**src/rtl/hkrs_pkg.sv**
```systemverilog
package hkrs_pkg;

  // Event codes carried with each input word
  typedef enum logic [3:0] {
    OP_CONNECT      = 4'd0,
    OP_FRAME_TICK   = 4'd1,
    OP_POLL         = 4'd2,
    OP_LED_REPORT   = 4'd3,
    OP_SET_IDLE     = 4'd4,
    OP_GET_IDLE     = 4'd5,
    OP_SET_PROTOCOL = 4'd6,
    OP_GET_PROTOCOL = 4'd7,
    OP_GET_REPORT   = 4'd8
  } hkrs_op_t;

  localparam int unsigned IdleW   = 11;
  localparam int unsigned ReportW = 40;

  localparam logic [IdleW-1:0] IdleResetMs = 11'd500;
  localparam logic [7:0]       ShiftMod    = 8'h02;
  localparam logic [7:0]       ScFirst     = 8'h04;
  localparam logic [3:0]       LedBase     = 4'h2;

  typedef logic [ReportW-1:0] hkrs_report_t;

  typedef struct packed {
    logic [3:0]  opcode;
    logic [4:0]  key_states;
    logic        device_configured;
    logic        endpoint_ready;
    logic [15:0] request_value;
    logic [7:0]  led_byte;
  } hkrs_item_t;

  typedef struct packed {
    logic        report_sent;
    logic [7:0]  modifier_byte;
    logic [31:0] keycode_slots;
    logic        reply_valid;
    logic [7:0]  reply_byte;
    logic        led_valid;
    logic [3:0]  led_drive;
  } hkrs_result_t;

endpackage

```
**src/rtl/hid_keyboard_report_scheduler.sv**
```systemverilog
// A word moves from the input register to the result register.
// Throughput: one word per cycle unless the output stalls; the input
// register refills in the cycle its word moves into the result register.
// Reset (rst_n low, synchronous): both stages empty, idle period 500 ms,
// idle counter zero, report protocol selected, last sent report zero.
module hid_keyboard_report_scheduler (
  input  logic        clk,
  input  logic        rst_n,
  input  logic        in_tvalid,
  output logic        in_tready,
  // [4:0] key_states, [5] device_configured, [6] endpoint_ready,
  // [22:7] request_value, [30:23] led_byte, [31] zero
  input  logic [31:0] in_tdata,
  // [3:0] opcode
  input  logic [3:0]  in_tuser,
  output logic        out_tvalid,
  input  logic        out_tready,
  // [7:0] modifier_byte, [39:8] keycode_slots, [47:40] reply_byte,
  // [51:48] led_drive, [55:52] zero
  output logic [55:0] out_tdata,
  // [0] report_sent, [1] reply_valid, [2] led_valid
  output logic [2:0]  out_tuser
);
  import hkrs_pkg::*;

  logic         in_valid_r;
  hkrs_item_t   item_r;
  logic         out_valid_r;
  hkrs_result_t res_r;
  hkrs_result_t res_nxt;
  logic         advance;
  logic         in_take;

  // Move the held word into the result register whenever that register is
  // empty or being drained this cycle; the state update goes with it.
  assign advance   = in_valid_r && (!out_valid_r || out_tready);
  assign in_tready = !in_valid_r || advance;
  assign in_take   = in_tvalid && in_tready;

  hkrs_engine u_engine (
    .clk    (clk),
    .rst_n  (rst_n),
    .fire   (advance),
    .item   (item_r),
    .result (res_nxt)
  );

  // Input register: hold the word until the engine consumes it
  always_ff @(posedge clk) begin
    if (!rst_n) begin
      in_valid_r <= 1'b0;
    end else if (in_tready) begin
      in_valid_r <= in_tvalid;
    end
  end

  always_ff @(posedge clk) begin
    if (in_take) begin
      item_r.opcode            <= in_tuser;
      item_r.key_states        <= in_tdata[4:0];
      item_r.device_configured <= in_tdata[5];
      item_r.endpoint_ready    <= in_tdata[6];
      item_r.request_value     <= in_tdata[22:7];
      item_r.led_byte          <= in_tdata[30:23];
    end
  end

  // Result register: hold until the downstream side takes the word
  always_ff @(posedge clk) begin
    if (!rst_n) begin
      out_valid_r <= 1'b0;
    end else if (advance) begin
      out_valid_r <= 1'b1;
    end else if (out_tready) begin
      out_valid_r <= 1'b0;
    end
  end

  always_ff @(posedge clk) begin
    if (advance) begin
      res_r <= res_nxt;
    end
  end

  assign out_tvalid = out_valid_r;
  assign out_tdata  = {4'd0, res_r.led_drive, res_r.reply_byte,
                       res_r.keycode_slots, res_r.modifier_byte};
  assign out_tuser  = {res_r.led_valid, res_r.reply_valid, res_r.report_sent};

endmodule

```
**src/rtl/hkrs_report_build.sv**
```systemverilog
module hkrs_report_build (
  input  logic [4:0]            key_states,
  output hkrs_pkg::hkrs_report_t report
);
  import hkrs_pkg::*;

  logic [1:0] slot;

  // Pack pressed keys A..D into consecutive slots above the modifier byte
  always_comb begin
    report = '0;
    slot   = '0;
    if (key_states[0]) begin
      report[7:0] = ShiftMod;
    end
    for (int k = 0; k < 4; k++) begin
      if (key_states[k+1]) begin
        report[8 + 8*slot +: 8] = ScFirst + 8'(k);
        slot = slot + 2'd1;
      end
    end
  end

endmodule

```
**src/rtl/hkrs_engine.sv**
```systemverilog
module hkrs_engine (
  input  logic                  clk,
  input  logic                  rst_n,
  input  logic                  fire,
  input  hkrs_pkg::hkrs_item_t  item,
  output hkrs_pkg::hkrs_result_t result
);
  import hkrs_pkg::*;

  logic [IdleW-1:0] idle_period_r, idle_period_nxt;
  logic [IdleW-1:0] idle_left_r, idle_left_nxt;
  logic             proto_r, proto_nxt;
  hkrs_report_t     last_sent_r, last_sent_nxt;
  hkrs_report_t     now_report;
  logic             want;

  hkrs_report_build u_build (
    .key_states (item.key_states),
    .report     (now_report)
  );

  always_comb begin
    idle_period_nxt = idle_period_r;
    idle_left_nxt   = idle_left_r;
    proto_nxt       = proto_r;
    last_sent_nxt   = last_sent_r;
    want            = 1'b0;
    result          = '0;
    case (hkrs_op_t'(item.opcode))
      OP_CONNECT: begin
        proto_nxt = 1'b1;
      end
      OP_FRAME_TICK: begin
        if (idle_left_r != '0) begin
          idle_left_nxt = idle_left_r - 1'b1;
        end
      end
      OP_POLL: begin
        if (item.device_configured) begin
          // Idle expiry reloads the counter even when the endpoint is busy
          if (idle_period_r != '0 && idle_left_r == '0) begin
            idle_left_nxt = idle_period_r;
            want          = 1'b1;
          end else begin
            want = (now_report != last_sent_r);
          end
          if (item.endpoint_ready && want) begin
            last_sent_nxt        = now_report;
            result.report_sent   = 1'b1;
            result.modifier_byte = now_report[7:0];
            result.keycode_slots = now_report[39:8];
          end
        end
      end
      OP_LED_REPORT: begin
        result.led_valid = 1'b1;
        result.led_drive = LedBase | {item.led_byte[2], item.led_byte[1], 1'b0,
                                      item.led_byte[0]};
      end
      OP_SET_IDLE: begin
        idle_period_nxt = {1'b0, item.request_value[15:8], 2'b00};
      end
      OP_GET_IDLE: begin
        result.reply_valid = 1'b1;
        result.reply_byte  = idle_period_r[9:2];
      end
      OP_SET_PROTOCOL: begin
        proto_nxt = (item.request_value != '0);
      end
      OP_GET_PROTOCOL: begin
        result.reply_valid = 1'b1;
        result.reply_byte  = {7'd0, proto_r};
      end
      OP_GET_REPORT: begin
        result.report_sent   = 1'b1;
        result.modifier_byte = now_report[7:0];
        result.keycode_slots = now_report[39:8];
      end
      default: begin
      end
    endcase
  end

  always_ff @(posedge clk) begin
    if (!rst_n) begin
      idle_period_r <= IdleResetMs;
      idle_left_r   <= '0;
      proto_r       <= 1'b1;
      last_sent_r   <= '0;
    end else if (fire) begin
      idle_period_r <= idle_period_nxt;
      idle_left_r   <= idle_left_nxt;
      proto_r       <= proto_nxt;
      last_sent_r   <= last_sent_nxt;
    end
  end

endmodule
```
**config.mk**
```make
export PLATFORM = sky130hd
export DESIGN_NAME = hid_keyboard_report_scheduler
export DESIGN_NICKNAME = d
export VERILOG_FILES = /design/src/rtl/hkrs_pkg.sv /design/src/rtl/hid_keyboard_report_scheduler.sv /design/src/rtl/hkrs_report_build.sv /design/src/rtl/hkrs_engine.sv
export SDC_FILE = /design/constraint.sdc
export NUM_CORES = 1
export LEC_CHECK = 0
export BUFFER_PORTS_ARGS = -buffer_cell sky130_fd_sc_hd__buf_2
export CORE_UTILIZATION = 44
export DETAILED_ROUTE_END_ITERATION = 16
export GPL_TIMING_DRIVEN = 0
export PLACE_DENSITY_LB_ADDON = 0.05
export SYNTH_ARGS = -nofsm -noshare
export SYNTH_HDL_FRONTEND = slang
export SYNTH_HIERARCHICAL = 1
export SYNTH_SLANG_ARGS = --single-unit
```
**constraint.sdc**
```tcl
create_clock -name clk -period 10.7 [get_ports clk]
set_input_delay 0 -clock clk [delete_from_list [all_inputs] [get_ports clk]]
set_output_delay 0 -clock clk [all_outputs]
set_load 0.02 [all_outputs]
```
# Word-level counts from Yosys, hierarchy flattened
# Index checks and enable logic that the tools add are counted.
# classes
mux	26
n_addsub	9
eq_ne	12
shift	6
n_reduce_logical	20
# ops
operator	n
bitwise mux 40 bit	3
two-way mux 40 bit	3
variable shift 8 x 34 -> 40 bit (first input constant)	3
variable part select 8 x 34 -> 40 bit (first input constant)	3
negation 6 -> 34 bit	3
two-way mux 41 bit	2
one-hot mux 41 bit (2 select lines)	1
!= test 40 bit	1
two-way mux 11 bit	3
one-hot mux 11 bit (2 select lines)	1
nonzero test 11 bit	2
adder 4 x 5 -> 6 bit (first input constant)	3
one-hot mux 9 bit (2 select lines)	1
equality test 4 x 3 -> 1 bit (second input constant)	4
nonzero test 16 bit	1
zero test 11 bit	1
subtractor 11 x 1 -> 11 bit (second input constant)	1
equality test 4 x 2 -> 1 bit (second input constant)	2
two-way mux 1 bit	6
two-way mux 2 bit	3
nonzero test 2 bit	3
two-way mux 5 bit	1
AND reduction 5 bit	1
adder 2 x 1 -> 2 bit (second input constant)	2
12 further kinds	19
# word_totals
ff_bits	147
inputBits	40
out_inout_bits	61
wordCells	93

# Longest topological paths before layout
# depth
word_depth	18
ltp_mapped	15

# Hierarchy
# The synthesis kept the hierarchy.
# modules_own_cells
mod	cells_each	area_each_um2	n_inst
hkrs_engine	445	3585.9	1
hid_keyboard_report_scheduler	104	2840.2	1
hkrs_report_build	67	471.7	1

# Worst setup path before layout
# No wires, ideal clock.
# synth_path
kind	reg-to-reg
from	register out_valid_r, in the netlist out_tvalid
to	register u_engine.idle_left_r[1]
required_time_ns	10.630
path_slack_ns	6.345
setup_ns	0.070
arrival_ns	4.285
period_less_slack_ns	4.355
stages_incl_launch_ff	8
path_cell_list	dfxtp_1 > nor2b_4 > nor2b_1 > o21ai_1 > a221o_1 > buf_6 > or3_1 > a21boi_1
# synth_between
elab_chain_cells	4
# synth_rtl
item	line	source
start: declaration	hid_keyboard_report_scheduler.sv:28	logic out_valid_r;
start signal: assignment	hid_keyboard_report_scheduler.sv:71	out_valid_r <= 1'b0;
start signal: assignment	hid_keyboard_report_scheduler.sv:73	out_valid_r <= 1'b1;
start signal: assignment	hid_keyboard_report_scheduler.sv:75	out_valid_r <= 1'b0;
zero test 1 bit	hid_keyboard_report_scheduler.sv:36	assign advance = in_valid_r && (!out_valid_r || out_tready);
logical OR 1 bit	hid_keyboard_report_scheduler.sv:36	
logical AND 1 bit	hid_keyboard_report_scheduler.sv:36	
named net advance	hid_keyboard_report_scheduler.sv:31	logic advance;
AND reduction 5 bit (no source line)	-	
end signal: assignment	hkrs_engine.sv:92	idle_left_r <= idle_left_nxt;
end: declaration	hkrs_engine.sv:11	logic [IdleW-1:0] idle_left_r, idle_left_nxt;
# The timed path passes the listed nets, and every way through them passes these cells.
# A chain may end at the register's enable or synchronous reset.

==> results.md <==
- Power share of the combinational group: under 10%
- Standby leakage power: 3.34 nW
- Max Fclk: between 0.2 and 0.25 GHz
- Post-placement cell area: 0.00759 mm2
- Critical path's top delay family: simple AND/OR/NAND/NOR gates
- Total non-filler cell area in the finished layout: 0.00851 mm2
- Via count of the first global-routing pass: 4,542
- Peak per-stage delay on the critical path: ~0.74 ns
- Worst Setup Start Kind: register
- Via density per instance: 4.80
- Number of H-tree levels: 4
- Diode insertion count for antenna repair: 0
- Final setup vio count: 0
- Die area: 0.0158 mm2
- Total routing resource utilization after global routing: 19.1%
- First-pass iteration count of the detailed router: 5
- Worst Hold Path EP: item_r[26]
- Mean instance size in the synthesized netlist: 11.0 um2
- Initial antenna violation count: 0
- Routed Antenna Nets: 0
- RSZ-0062 raised after global routing: no
- Total length of routed wires: 14,500 um
- Sinks on the clock net: 147
- Final estimated routing congestion in global placement: about 0.83
- Worst-case setup margin in the final layout: 6.69 ns
- Number of buffers on the longest clock path: 2
- Growth of design area from synthesis to finish: 26.2%
- Width of the die: 126 um
- Count of cells resized by post-cts repair: 0
- Net count, final: around 830
- Inserted Clock Buffers: 17
- HPWL after detailed placement: 10,100 um
- Core utilization of the finished layout: between 50% and 60%
- Switching power: 0.307 mW
- Switching Share: 23.1%
- Part of the total power dissipated in the clock network: 43.4%
- Count of buffering cells on the critical path with inverters included: 3
- WHS Path Cells: 3
- Final hold violation count: 0
- Worst-Skew Late Latency: 0.42 ns
- Required time of the critical path: ~11 ns
- Largest clock skew in the final design: 0.00782 ns
- Sum of negative setup slack: 0 ns
- R2r startpoint: item_r[27]
- Worst slack, placed: 6.59 ns
- Height of the die: 126 um
- Share of post-route cells with drive strength above 1: 21.3%
- Yosys warns: 6
- Slew @ Worst Pin: ~0.85 ns
- Cell Chain, Critical Path: inv_1 -> ha_1 -> nand2_1 -> inv_1 -> ha_1 -> nor4_1 -> xnor2_1 -> nand4_1 -> nor4_1 -> a31oi_1 -> nor2_1 -> clkbuf_1 -> nor2b_1
- Top-Level Pins: 101
- Post CTS Setup Buffer Count: 0
- Category of the critical setup timing path: reg2reg
- Final period util: 37.5%
- Global-route congestion overflow total: 0
- Total via count in the routed design: 4,704
- Number of remaining DRC errors: 0
- Power density cells: 157 mW/mm2
- Library cell contributing the largest single delay on the critical path: nor4_1
- Gate Count Post-Synth: approximately 610
- HP Start: out_tready
- Outcome: finished clean
- Pin count of the biggest net entering global routing: 34
- Design internal power: 1.03 mW
- Part of the total power dissipated in sequential elements: 46.9%
- Worst rel slew slack: between 40% and 50%
- Worst Setup End Kind: register
- Fill cell count: 1,306
- Clock Tree Root: clkbuf_16
- Number of pins exceeding their max-slew limit in the final report: 0
- Count of buffers from port buffering: 90
- Highest net fanout along the worst path: 10
- Max-cap viol count: 0
- DR WL/cell: 14.8 um
- Final hold slack: 0.0984 ns
- Worst hold-check path type: in2reg
- Clock slew seen by the registers of the worst setup and hold paths: 0.06 ns
- Worst reg-to-reg path cell count: 13
- Core Box Area: 0.0148 mm2
- DRC violation total after the first TritonRoute iteration: 268
- Endpoint arrival time on the critical path: 4.16 ns
- Wire length of the first global-routing pass: 22,900 um
- Cell area after synthesis: 0.00675 mm2
- Starting Density: between 40% and 50%
- Time the worst path needs with I/O delays and setup: 4.01 ns
- Worst supply voltage drop on vdd: roughly 0.1 mV
- Reg-to-reg setup timing slack: 6.69 ns
- Number of rows created at floorplan: 44
- Worst r2r dst: out_tdata[10]
- CTS tree: yes
-- layer usage --
layer  routed length, um  vias to the layer above  GRT usage (%)
li1                    -                     2395              -
met1                6520                     2170           23.6
met2                7150                      122           32.8
met3                 664                       17           4.93
met5                   0                        -              0
met4                 202                        0           6.24
-- worst max path at each step --
stage / depth (start not counted) / to / start
global placement: 8 / u_engine/idle_left_r[0] / out_tvalid
floorplan: 7 / u_engine/idle_left_r[1] / out_tvalid
CTS: 13 / out_tdata[10] / item_r[27]
finish: 13 / out_tdata[10] / item_r[27]
global route: 13 / out_tdata[10] / item_r[27]
detailed placement: 13 / out_tdata[10] / item_r[27]
-- sequential cells by signal, indices dropped and copies added (netlist names) --
name,cells
u_engine/last_sent_r,40
u_engine/idle_period_r,8
out_tuser,3
in_valid_r,1
out_tdata,52
u_engine/idle_left_r,11
u_engine/proto_r,1
out_tvalid,1
item_r,30
-- stage by stage --
stage / total power [mW] / std cells
final: 1.33 / 981
after global routing: 1.38 / 981
after CTS: 1.34 / 981
after detailed placement: 0.755 / 915
after global placement: 0.752 / 913
after floorplan: 0.719 / 639
-- power groups by stage --
| stage | Sequential (mW) | Combinational [mW] | Clock (mW) |
|---|---|---|---|
| after floorplan | 0.650 | 0.0688 | 0 |
| after CTS | 0.626 | 0.127 | 0.591 |
| after detailed placement | 0.637 | 0.117 | 0 |
| after global placement | 0.638 | 0.114 | 0 |
| final | 0.625 | 0.128 | 0.579 |
| after global routing | 0.627 | 0.140 | 0.616 |
-- cell type report --
class | instances | area, um2 | area share, %
plain buffers | 62 | 397 | 4.66
clock buffers | 24 | 504 | 5.92
clock inverters | 8 | 77.6 | 0.911
inverters | 11 | 41.3 | 0.485
multi-input cells | 419 | 2640 | 31.0
flip-flops and latches | 147 | 3790 | 44.6
well taps | 184 | 230 | 2.70
repair buffers | 126 | 831 | 9.76
-- placed cells by master, fill, tap and decap left out, types with 8 or more instances in the layout --
| cell type | instances |
|---|---|
| o211ai_1 | 9 |
| clkbuf_1 | 24 |
| clkbuf_16 | 19 |
| buf_2 | 92 |
| nor2b_1 | 43 |
| and3_1 | 10 |
| conb_1 | 30 |
| nand4_1 | 10 |
| nor4_1 | 9 |
| mux2i_1 | 50 |
| dfxtp_1 | 62 |
| inv_1 | 9 |
| dlygate4sd3_1 | 34 |
| edfxtp_1 | 85 |
| nor2_1 | 18 |
| xnor2_1 | 40 |
| buf_4 | 33 |
| ha_1 | 8 |
| nand2_1 | 120 |
-- worst min-delay path: stages --
cell and delay [ns]:
buf_2 0.11, nor2b_4 0.06, a21oi_4 0.19
-- what timing repair did --
action,CTS,global route
hold endpoints to repair,33,0
hold buffers,34,0
setup endpoints to repair,0,0
Power figures use the tool's default switching activity.
